===== src/rtl/fttacc_pkg.sv =====
// Shared widths, constants and types for the fixed-timestep tick accumulator.
package fttacc_pkg;

   // Field and register widths
   localparam int NOW_W      = 63;
   localparam int RATE_W     = 32;
   localparam int SCALE_W    = 16;
   localparam int ELAPSED_W  = 30;
   localparam int WHOLE_W    = 7;
   localparam int FPS_W      = 30;
   localparam int ACC_W      = 48;
   localparam int ACC_FRAC_W = 32;
   localparam int ACC_INT_W  = ACC_W - ACC_FRAC_W;
   localparam int CSR_DATA_W = 32;
   localparam int CSR_IDX_W  = 1;

   // Derived datapath widths: scale * rate, times elapsed, then Q16.32 alignment
   localparam int SR_W    = RATE_W + SCALE_W;
   localparam int PROD_W  = SR_W + ELAPSED_W;
   localparam int ALIGN_W = 8;
   localparam int DVD_W   = PROD_W + ALIGN_W;

   // Constants
   localparam logic [ELAPSED_W-1:0] NS_PER_SEC  = 30'd1000000000;
   localparam logic [WHOLE_W-1:0]   MAX_TICKS   = 7'd100;
   localparam logic [ACC_W-1:0]     ACC_MAX     = '1;
   localparam logic [RATE_W-1:0]    RATE_RESET  = 32'd1310720;
   localparam logic [SCALE_W-1:0]   SCALE_RESET = 16'd256;

   // Configuration register indexes
   localparam logic [CSR_IDX_W-1:0] CSR_TICK_RATE  = 1'b0;
   localparam logic [CSR_IDX_W-1:0] CSR_TIME_SCALE = 1'b1;

   // Status of a serial arithmetic unit
   typedef struct packed {
      logic busy;
      logic done;
   } unit_status_type;

endpackage


===== src/rtl/fttacc_mul.sv =====
// Bit-serial shift-add multiplier, one multiplier bit per cycle.
module fttacc_mul #(
   parameter int A_W = fttacc_pkg::RATE_W,
   parameter int B_W = fttacc_pkg::SCALE_W
) (
   input  logic                        clock,
   input  logic                        reset,
   input  logic                        start,
   input  logic [A_W-1:0]              a,
   input  logic [B_W-1:0]              b,
   output fttacc_pkg::unit_status_type status,
   output logic [A_W+B_W-1:0]          product
);

   localparam int CNT_W = $clog2(B_W + 1);

   logic             busy_ff, busy_in;
   logic             done_ff, done_in;
   logic [CNT_W-1:0] cnt_ff, cnt_in;
   logic [A_W-1:0]   a_ff, a_in;
   logic [A_W-1:0]   hi_ff, hi_in;
   logic [B_W-1:0]   lo_ff, lo_in;
   logic [A_W:0]     sum;

   // Add the multiplicand when the low multiplier bit is set
   assign sum = {1'b0, hi_ff} + (lo_ff[0] ? {1'b0, a_ff} : '0);

   always_comb begin
      busy_in = busy_ff;
      done_in = 1'b0;
      cnt_in  = cnt_ff;
      a_in    = a_ff;
      hi_in   = hi_ff;
      lo_in   = lo_ff;
      if (start) begin
         a_in    = a;
         hi_in   = '0;
         lo_in   = b;
         cnt_in  = CNT_W'(B_W);
         busy_in = 1'b1;
      end else if (busy_ff) begin
         // Shift the partial product right by one bit
         hi_in  = sum[A_W:1];
         lo_in  = {sum[0], lo_ff[B_W-1:1]};
         cnt_in = cnt_ff - 1'b1;
         if (cnt_ff == CNT_W'(1)) begin
            busy_in = 1'b0;
            done_in = 1'b1;
         end
      end
   end

   always_ff @(posedge clock) begin
      if (reset) begin
         busy_ff <= 1'b0;
         done_ff <= 1'b0;
         cnt_ff  <= '0;
      end else begin
         busy_ff <= busy_in;
         done_ff <= done_in;
         cnt_ff  <= cnt_in;
      end
   end

   always_ff @(posedge clock) begin
      a_ff  <= a_in;
      hi_ff <= hi_in;
      lo_ff <= lo_in;
   end

   assign status.busy = busy_ff;
   assign status.done = done_ff;
   assign product     = {hi_ff, lo_ff};

endmodule


===== src/rtl/fttacc_div.sv =====
// Restoring divider, one quotient bit per cycle.
module fttacc_div #(
   parameter int N_W = fttacc_pkg::FPS_W,
   parameter int D_W = fttacc_pkg::ELAPSED_W
) (
   input  logic                        clock,
   input  logic                        reset,
   input  logic                        start,
   input  logic [N_W-1:0]              dividend,
   input  logic [D_W-1:0]              divisor,
   output fttacc_pkg::unit_status_type status,
   output logic [N_W-1:0]              quotient
);

   localparam int CNT_W = $clog2(N_W + 1);

   logic             busy_ff, busy_in;
   logic             done_ff, done_in;
   logic [CNT_W-1:0] cnt_ff, cnt_in;
   logic [N_W-1:0]   quo_ff, quo_in;
   logic [D_W-1:0]   rem_ff, rem_in;
   logic [D_W-1:0]   dsr_ff, dsr_in;
   logic [D_W:0]     trial;
   logic [D_W:0]     diff;
   logic             fits;

   // Bring down the next dividend bit and try the subtraction
   assign trial = {rem_ff, quo_ff[N_W-1]};
   assign diff  = trial - {1'b0, dsr_ff};
   assign fits  = trial >= {1'b0, dsr_ff};

   always_comb begin
      busy_in = busy_ff;
      done_in = 1'b0;
      cnt_in  = cnt_ff;
      quo_in  = quo_ff;
      rem_in  = rem_ff;
      dsr_in  = dsr_ff;
      if (start) begin
         quo_in  = dividend;
         rem_in  = '0;
         dsr_in  = divisor;
         cnt_in  = CNT_W'(N_W);
         busy_in = 1'b1;
      end else if (busy_ff) begin
         quo_in = {quo_ff[N_W-2:0], fits};
         rem_in = fits ? diff[D_W-1:0] : trial[D_W-1:0];
         cnt_in = cnt_ff - 1'b1;
         if (cnt_ff == CNT_W'(1)) begin
            busy_in = 1'b0;
            done_in = 1'b1;
         end
      end
   end

   always_ff @(posedge clock) begin
      if (reset) begin
         busy_ff <= 1'b0;
         done_ff <= 1'b0;
         cnt_ff  <= '0;
      end else begin
         busy_ff <= busy_in;
         done_ff <= done_in;
         cnt_ff  <= cnt_in;
      end
   end

   always_ff @(posedge clock) begin
      quo_ff <= quo_in;
      rem_ff <= rem_in;
      dsr_ff <= dsr_in;
   end

   assign status.busy = busy_ff;
   assign status.done = done_ff;
   assign quotient    = quo_ff;

endmodule


===== src/rtl/fixed_timestep_tick_accumulator.sv =====
// Top level of the fixed-timestep tick accumulator: control, state and result register.
//
//   channel   direction  handshake            payload
//   req_      in         req_valid/req_ready  req_now_ns
//   rsp_      out        rsp_valid/rsp_ready  rsp_whole_ticks, rsp_frame_rate, rsp_partial_tick
//   csr_      in         csr_we               csr_index, csr_wdata
//
// A new transaction is accepted only once the previous one is done: the scale-by-rate
// multiplier runs 16 steps, the elapsed-time multiplier 30 and the divide by 1e9 86, plus
// control states; the frame-rate divider runs alongside the multipliers.
// Reset is synchronous, clears state and restores the reset configuration; the first
// transaction after it only records the reference time. A result waits in the output register
// while rsp_ready is low; the next transaction is accepted and parks until that frees up.
module fixed_timestep_tick_accumulator (
   input  logic                                clock,
   input  logic                                reset,
   input  logic                                req_valid,
   output logic                                req_ready,
   input  logic [fttacc_pkg::NOW_W-1:0]        req_now_ns,
   output logic                                rsp_valid,
   input  logic                                rsp_ready,
   output logic [fttacc_pkg::WHOLE_W-1:0]      rsp_whole_ticks,
   output logic [fttacc_pkg::FPS_W-1:0]        rsp_frame_rate,
   output logic [fttacc_pkg::ACC_W-1:0]        rsp_partial_tick,
   input  logic                                csr_we,
   input  logic [fttacc_pkg::CSR_IDX_W-1:0]    csr_index,
   input  logic [fttacc_pkg::CSR_DATA_W-1:0]   csr_wdata
);

   typedef enum logic [2:0] {
      ST_IDLE,
      ST_MUL_SR,
      ST_MUL_PROD,
      ST_DIVIDE,
      ST_ADD,
      ST_TRIM,
      ST_FINISH
   } state_type;

   state_type                              state_ff, state_in;
   logic                                   primed_ff, primed_in;
   logic [fttacc_pkg::NOW_W-1:0]           prev_ff, prev_in;
   logic [fttacc_pkg::ACC_W-1:0]           acc_ff, acc_in;
   logic [fttacc_pkg::ELAPSED_W-1:0]       elapsed_ff, elapsed_in;
   logic [fttacc_pkg::RATE_W-1:0]          rate_ff, rate_in;
   logic [fttacc_pkg::SCALE_W-1:0]         scale_ff, scale_in;
   logic                                   start_sr_ff, start_sr_in;
   logic                                   start_prod_ff, start_prod_in;
   logic                                   start_inc_ff, start_inc_in;
   logic                                   start_fps_ff, start_fps_in;
   logic [fttacc_pkg::WHOLE_W-1:0]         res_whole_ff, res_whole_in;
   logic [fttacc_pkg::FPS_W-1:0]           res_fps_ff, res_fps_in;
   logic                                   rsp_valid_ff, rsp_valid_in;
   logic [fttacc_pkg::WHOLE_W-1:0]         rsp_whole_ff, rsp_whole_in;
   logic [fttacc_pkg::FPS_W-1:0]           rsp_fps_ff, rsp_fps_in;
   logic [fttacc_pkg::ACC_W-1:0]           rsp_part_ff, rsp_part_in;

   fttacc_pkg::unit_status_type            sr_stat, prod_stat, inc_stat, fps_stat;
   logic [fttacc_pkg::SR_W-1:0]            sr_product;
   logic [fttacc_pkg::PROD_W-1:0]          prod_product;
   logic [fttacc_pkg::DVD_W-1:0]           inc_quotient;
   logic [fttacc_pkg::FPS_W-1:0]           fps_quotient;

   logic                                   accept;
   logic                                   later;
   logic [fttacc_pkg::NOW_W-1:0]           diff;
   logic [fttacc_pkg::ELAPSED_W-1:0]       elapsed_new;
   logic [fttacc_pkg::ACC_W-1:0]           headroom;
   logic                                   saturate;
   logic [fttacc_pkg::ACC_INT_W-1:0]       avail;
   logic [fttacc_pkg::WHOLE_W-1:0]         whole;
   logic                                   out_free;

   // Multiply tick rate by time scale
   fttacc_mul #(
      .A_W (fttacc_pkg::RATE_W),
      .B_W (fttacc_pkg::SCALE_W)
   ) u_mul_sr (
      .clock   (clock),
      .reset   (reset),
      .start   (start_sr_ff),
      .a       (rate_ff),
      .b       (scale_ff),
      .status  (sr_stat),
      .product (sr_product)
   );

   // Multiply by the clamped elapsed time
   fttacc_mul #(
      .A_W (fttacc_pkg::SR_W),
      .B_W (fttacc_pkg::ELAPSED_W)
   ) u_mul_prod (
      .clock   (clock),
      .reset   (reset),
      .start   (start_prod_ff),
      .a       (sr_product),
      .b       (elapsed_ff),
      .status  (prod_stat),
      .product (prod_product)
   );

   // Align to Q16.32 and divide by one second in nanoseconds
   fttacc_div #(
      .N_W (fttacc_pkg::DVD_W),
      .D_W (fttacc_pkg::ELAPSED_W)
   ) u_div_inc (
      .clock    (clock),
      .reset    (reset),
      .start    (start_inc_ff),
      .dividend ({prod_product, {fttacc_pkg::ALIGN_W{1'b0}}}),
      .divisor  (fttacc_pkg::NS_PER_SEC),
      .status   (inc_stat),
      .quotient (inc_quotient)
   );

   // Frame rate: one second over elapsed time
   fttacc_div #(
      .N_W (fttacc_pkg::FPS_W),
      .D_W (fttacc_pkg::ELAPSED_W)
   ) u_div_fps (
      .clock    (clock),
      .reset    (reset),
      .start    (start_fps_ff),
      .dividend (fttacc_pkg::NS_PER_SEC),
      .divisor  (elapsed_ff),
      .status   (fps_stat),
      .quotient (fps_quotient)
   );

   assign accept   = req_valid && (state_ff == ST_IDLE);
   assign out_free = !rsp_valid_ff || rsp_ready;

   // Clamp elapsed time to 0..1e9 ns
   assign later = req_now_ns > prev_ff;
   assign diff  = req_now_ns - prev_ff;
   always_comb begin
      if (!later) begin
         elapsed_new = '0;
      end else if (diff > fttacc_pkg::NOW_W'(fttacc_pkg::NS_PER_SEC)) begin
         elapsed_new = fttacc_pkg::NS_PER_SEC;
      end else begin
         elapsed_new = diff[fttacc_pkg::ELAPSED_W-1:0];
      end
   end

   // Saturate the accumulator when the increment reaches its headroom
   assign headroom = fttacc_pkg::ACC_MAX - acc_ff;
   assign saturate = (|inc_quotient[fttacc_pkg::DVD_W-1:fttacc_pkg::ACC_W])
                     || (inc_quotient[fttacc_pkg::ACC_W-1:0] >= headroom);

   // Cap whole ticks at the maximum per frame
   assign avail = acc_ff[fttacc_pkg::ACC_W-1:fttacc_pkg::ACC_FRAC_W];
   assign whole = (avail > fttacc_pkg::ACC_INT_W'(fttacc_pkg::MAX_TICKS))
                  ? fttacc_pkg::MAX_TICKS : avail[fttacc_pkg::WHOLE_W-1:0];

   always_comb begin
      state_in      = state_ff;
      primed_in     = primed_ff;
      prev_in       = prev_ff;
      acc_in        = acc_ff;
      elapsed_in    = elapsed_ff;
      rate_in       = rate_ff;
      scale_in      = scale_ff;
      start_sr_in   = 1'b0;
      start_prod_in = 1'b0;
      start_inc_in  = 1'b0;
      start_fps_in  = 1'b0;
      res_whole_in  = res_whole_ff;
      res_fps_in    = res_fps_ff;
      rsp_valid_in  = rsp_valid_ff && !rsp_ready;
      rsp_whole_in  = rsp_whole_ff;
      rsp_fps_in    = rsp_fps_ff;
      rsp_part_in   = rsp_part_ff;

      // Take configuration writes
      if (csr_we) begin
         case (csr_index)
            fttacc_pkg::CSR_TICK_RATE:  rate_in  = csr_wdata;
            fttacc_pkg::CSR_TIME_SCALE: scale_in = csr_wdata[fttacc_pkg::SCALE_W-1:0];
            default: ;
         endcase
      end

      case (state_ff)
         ST_IDLE: begin
            if (accept) begin
               prev_in = req_now_ns;
               if (primed_ff) begin
                  elapsed_in   = elapsed_new;
                  start_sr_in  = 1'b1;
                  start_fps_in = 1'b1;
                  state_in     = ST_MUL_SR;
               end else begin
                  // First transaction only records the reference time
                  primed_in    = 1'b1;
                  res_whole_in = '0;
                  res_fps_in   = '0;
                  state_in     = ST_FINISH;
               end
            end
         end
         ST_MUL_SR: begin
            if (sr_stat.done) begin
               start_prod_in = 1'b1;
               state_in      = ST_MUL_PROD;
            end
         end
         ST_MUL_PROD: begin
            if (prod_stat.done) begin
               start_inc_in = 1'b1;
               state_in     = ST_DIVIDE;
            end
         end
         ST_DIVIDE: begin
            if (inc_stat.done) begin
               state_in = ST_ADD;
            end
         end
         ST_ADD: begin
            acc_in     = saturate ? fttacc_pkg::ACC_MAX
                                  : acc_ff + inc_quotient[fttacc_pkg::ACC_W-1:0];
            res_fps_in = (elapsed_ff == '0) ? '0 : fps_quotient;
            state_in   = ST_TRIM;
         end
         ST_TRIM: begin
            // Remove only the emitted ticks
            acc_in       = {avail - fttacc_pkg::ACC_INT_W'(whole),
                            acc_ff[fttacc_pkg::ACC_FRAC_W-1:0]};
            res_whole_in = whole;
            state_in     = ST_FINISH;
         end
         ST_FINISH: begin
            // Load the output register once it is free
            if (out_free) begin
               rsp_valid_in = 1'b1;
               rsp_whole_in = res_whole_ff;
               rsp_fps_in   = res_fps_ff;
               rsp_part_in  = acc_ff;
               state_in     = ST_IDLE;
            end
         end
         default: begin
            state_in = ST_IDLE;
         end
      endcase
   end

   always_ff @(posedge clock) begin
      if (reset) begin
         state_ff      <= ST_IDLE;
         primed_ff     <= 1'b0;
         prev_ff       <= '0;
         acc_ff        <= '0;
         rate_ff       <= fttacc_pkg::RATE_RESET;
         scale_ff      <= fttacc_pkg::SCALE_RESET;
         start_sr_ff   <= 1'b0;
         start_prod_ff <= 1'b0;
         start_inc_ff  <= 1'b0;
         start_fps_ff  <= 1'b0;
         rsp_valid_ff  <= 1'b0;
      end else begin
         state_ff      <= state_in;
         primed_ff     <= primed_in;
         prev_ff       <= prev_in;
         acc_ff        <= acc_in;
         rate_ff       <= rate_in;
         scale_ff      <= scale_in;
         start_sr_ff   <= start_sr_in;
         start_prod_ff <= start_prod_in;
         start_inc_ff  <= start_inc_in;
         start_fps_ff  <= start_fps_in;
         rsp_valid_ff  <= rsp_valid_in;
      end
      elapsed_ff   <= elapsed_in;
      res_whole_ff <= res_whole_in;
      res_fps_ff   <= res_fps_in;
      rsp_whole_ff <= rsp_whole_in;
      rsp_fps_ff   <= rsp_fps_in;
      rsp_part_ff  <= rsp_part_in;
   end

   assign req_ready        = (state_ff == ST_IDLE);
   assign rsp_valid        = rsp_valid_ff;
   assign rsp_whole_ticks  = rsp_whole_ff;
   assign rsp_frame_rate   = rsp_fps_ff;
   assign rsp_partial_tick = rsp_part_ff;

endmodule


===== config.mk =====
export PLATFORM = sky130hd
export DESIGN_NAME = fixed_timestep_tick_accumulator
export DESIGN_NICKNAME = d
export VERILOG_FILES = /design/src/rtl/fttacc_pkg.sv /design/src/rtl/fttacc_mul.sv /design/src/rtl/fttacc_div.sv /design/src/rtl/fixed_timestep_tick_accumulator.sv
export SDC_FILE = /design/constraint.sdc
export NUM_CORES = 2
export LEC_CHECK = 0
export ABC_AREA = 0
export ABC_CLOCK_PERIOD_IN_PS = 8600
export BUFFER_PORTS_ARGS = -buffer_cell sky130_fd_sc_hd__buf_2
export CAP_MARGIN = 15
export CELL_PAD_IN_SITES_DETAIL_PLACEMENT = 1
export CELL_PAD_IN_SITES_GLOBAL_PLACEMENT = 2
export CORE_MARGIN = 2
export CORE_UTILIZATION = 43
export DETAILED_ROUTE_END_ITERATION = 16
export HOLD_SLACK_MARGIN = 0.05
export PLACE_DENSITY_LB_ADDON = 0.1
export SYNTH_ARGS = -nofsm -noshare
export SYNTH_HDL_FRONTEND = slang
export SYNTH_SLANG_ARGS = --single-unit

===== constraint.sdc =====
create_clock -name clock -period 8.6 [get_ports clock]
set_input_delay 0.86 -clock clock [delete_from_list [all_inputs] [get_ports clock]]
set_output_delay 0.86 -clock clock [all_outputs]
set_load 0.01 [all_outputs]

==> flow_metrics.py <==
metrics = {
    "routing": {
        "via_per_inst": 5.60,
        "route.detailed.drc": 0,
        "routed_wirelength_um": 116000,
        "drt_pass1_iterations": 5,
        "routed-via-count": 31800,
        "antenna_left": 0,
        "drtIter0Drc": 1953,
        "wl_per_cell_um": 20.4,
    },
    "power": {
        "peakVddDrop_mv": 0.203,
        "p_per_area_nw_per_um2": 277,
        "static-leakage-power_nw": 17.9,
    },
    "grt": {
        "grtUsageMet2": 0.364,
        "gr-usage-all-layers": 0.234,
        "global_route.usage.met3": 0.0331,
        "grt_first_pass_wirelength_um": 183000,
        "number_of_antenna_violations_at_the_first_check_in_global_routing": 5,
        "grt.met1_usage": 0.340,
        "first_global_vias": 32000,
        "most_crowded_layer_gr": "met2",
        "largest_net_degree_at_the_start_of_global_routing": 90,
        "grt_overflow_total": 0,
    },
    "floorplan": {
        "chipWidth_um": 313,
        "die-height_um": 313,
        "die-area_um2": 97700,
        "initial_utilization": 0.432,
        "design.core.area_um2": 94700,
        "io-pin-count": 188,
        "fp-row-count": 113,
    },
    "sta": {
        "tightest_slew_ns": 1.18,
        "worst_slew_margin_rel": 0.214,
        "setup-tns-final_ns": 0,
        "finalHoldViolations": 0,
        "maximum_clock_frequency_ghz": 0.181,
        "rsz_0062_raised_after_global_routing": "no",
        "setup_viol": 0,
        "min_period_over_period": 0.643,
        "final_max_slew_viol_count": 0,
        "finalCriticalPeriod_ns": 5.53,
        "finalClockSkew_ns": 0.0325,
    },
    "logic_synthesis": {
        "synth_cell_types": 89,
        "post-synth-top-area-fraction": 0.283,
        "postSynthNetCount": 4585,
        "yosys.cell_count.top_type": "nand2_1",
        "mappedNetlistArea_um2": 40900,
        "synth_area_leaders": "edfxtp_1 (28%), dfxtp_1 (18%), ha_1 (7.1%), a21oi_1 (4.6%), nand2_1 (4.2%)",
        "sequential_area_share_after_synthesis": 0.466,
        "synthArstFlopShare": 0,
        "synth-edff-count": 386,
        "synthCells": 4247,
        "syn_area_per_cell_um2": 9.64,
        "post-synth-top-area-cell": "edfxtp_1",
        "synth_top_flop_cell": "edfxtp_1",
        "yosys_register_bits": 760,
        "synth_commonest_cells": "nand2_1 (456), edfxtp_1 (386), a21oi_1 (377)",
        "yosysWarningCount": 0,
    },
    "clocking": {
        "number_of_buffers_inserted_during_clock_tree_synthesis": 88,
        "worst_path_clk_slew_ns": 0.06,
        "root_buffer": "clkbuf_16",
        "cts.sinks": 760,
        "cts-hold-fix-buffers": 0,
        "cts_tree": "done",
        "clock_tree.htree_level_count": 3,
        "clkLatencyLatePin_ns": 0.68,
        "post_cts.repair.setup_buffers": 0,
        "postCtsResizedCells": 0,
        "clk_path_buf_depth": 3,
    },
    "placement": {
        "dp.final_hpwl_um": 84500,
        "gpl.final_weighted_congestion": 0.860,
        "dp.cells": 5521,
        "place.port_buffers": 187,
    },
    "final_layout": {
        "number_of_filler_cells_placed_in_the_layout": 10800,
        "area_delta_synth_final_pct": 12.4,
        "antenna_cells": 0,
        "fraction_of_final_layout_cells_with_drive_strength_greater_than_1": 0.106,
        "nets": 4686,
        "fin_cells": 5685,
    },
    "worst_hold_path": {
        "timing.hold.worst.class": "reg2reg",
    },
    "worst_setup_path": {
        "worst_setup_path_start_kind": "flip-flop",
        "critical_path_required_ns": 9.00,
        "path_class": "reg2reg",
        "worst-endpoint-arrival_ns": 5.93,
        "end_kind": "flip-flop",
        "timing.critical_path.fanout_max": 30,
    },
    "run_status": {
        "status": "complete, no violations",
    },
    "flow_run": {
        "timing.max_cap.violations": 0,
    },
}
==> metal layers <==
layer | wire [um] | part of all wire
met1 | 56800 | 0.49
met3 | 5290 | 0.046
met4 | 2460 | 0.021
met2 | 51400 | 0.44
met5 | 0 | 0
==> per-stage QoR <==
stage               total power, mW  setup WS [ns]  cell area (um^2)  hold slack [ns]  utilization
finish                         12.7           3.07             46000            0.418        0.486
global route                   13.5           2.78             46000            0.407        0.486
CTS                            12.8           3.16             46000            0.381        0.486
detailed placement             8.89           2.56             43000            0.406        0.454
global placement               8.82           2.66             43000            0.402        0.454
floorplan                      7.76           3.29             40900            0.400            -
==> area by class of cell <==
cell class / count / area (um^2) / share of cell area
clock buffers: 125 / 2530 / 0.0551
clock inverters: 37 / 474 / 0.0103
flip-flops and latches: 760 / 19100 / 0.415
repair buffers: 224 / 1240 / 0.0270
multi-input cells: 3081 / 20400 / 0.443
inverters: 193 / 724 / 0.0157
well taps: 1265 / 1580 / 0.0344
==> worst max-delay path: stages, from the launching register on <==
cell and delay [ns]:
dfxtp_1 0.40, ha_1 0.21, inv_1 0.06, fa_1 0.43, a211oi_1 0.45, o21ai_2 0.20
nand3_1 0.14, a31oi_1 0.17, nor2_1 0.27, o31ai_1 0.12, a211oi_1 0.81, o211a_1 0.34
xnor2_1 0.08, a311oi_1 0.25, and4_1 0.24, nand3_2 0.57, o31a_1 0.52
==> layout by cell type, fill, tap and decap left out, drive strengths merged, types with 14 or more instances in the layout <==
| master | instances |
|---|---|
| a211oi | 85 |
| a21o | 114 |
| a21oi | 377 |
| a22o | 87 |
| a311oi | 35 |
| a31oi | 24 |
| and2 | 130 |
| and3 | 16 |
| buf | 224 |
| clkbuf | 125 |
| clkinv | 21 |
| dfxtp | 374 |
| edfxtp | 386 |
| ha | 232 |
| inv | 195 |
| mux2 | 48 |
| mux2i | 100 |
| nand2 | 456 |
| nand2b | 40 |
| nand3 | 53 |
| nand4 | 45 |
| nor2 | 374 |
| nor2b | 39 |
| nor3 | 82 |
| nor4 | 38 |
| nor4b | 14 |
| o211ai | 21 |
| o21a | 35 |
| o21ai | 151 |
| o21bai | 44 |
| o31a | 24 |
| o31ai | 15 |
| xnor2 | 114 |
| xor2 | 94 |
==> flip-flops by register name (all words and copies together), names as in the netlist, 16 cells and up <==
name,count
acc_ff,48
elapsed_ff,30
prev_ff,63
rate_ff,32
res_fps_ff,30
rsp_frame_rate,30
rsp_partial_tick,48
scale_ff,16
u_div_fps.dsr_ff,30
u_div_fps.quotient,30
u_div_fps.rem_ff,30
u_div_inc.quotient,86
u_div_inc.rem_ff,30
u_mul_prod.a_ff,48
u_mul_prod.hi_ff,48
u_mul_prod.lo_ff,30
u_mul_sr.a_ff,32
u_mul_sr.hi_ff,32
u_mul_sr.lo_ff,16
==> power breakdown <==
group | internal, mW | leakage, nW | switching (mW)
clock network | 2.33 | 1.46 | 1.57
registers | 4.43 | 6.66 | 0.446
logic | 1.54 | 9.76 | 2.43
total | 8.30 | 17.9 | 4.44
==> final timing paths <==
kind	cells after the start	start	slack, ns	to
setup / recovery	16	prev_ff[0]$_SDFFE_PP0P_	3.07	elapsed_ff[25]$_SDFFCE_PP0P_
hold / removal	0	res_fps_ff[14]$_SDFFCE_PP0P_	0.42	rsp_frame_rate[14]$_DFFE_PP_
setup reg to reg	16	prev_ff[0]$_SDFFE_PP0P_	3.07	elapsed_ff[25]$_SDFFCE_PP0P_
hold reg to reg	0	res_fps_ff[14]$_SDFFCE_PP0P_	0.42	rsp_frame_rate[14]$_DFFE_PP_
==> cell families after synthesis <==
kind of cell	after synthesis	share of synthesized area
AND/OR/NAND/NOR	1348	0.155
other	1	0.0000916
adder cells (fa/ha/maj)	237	0.0733
XOR/XNOR	208	0.0445
flip-flops	760	0.466
AO/OA/AOI/OAI	1138	0.185
multiplexers	149	0.0382
buffers and inverters	406	0.0379
Note: power is estimated with default switching activity, not from simulation.
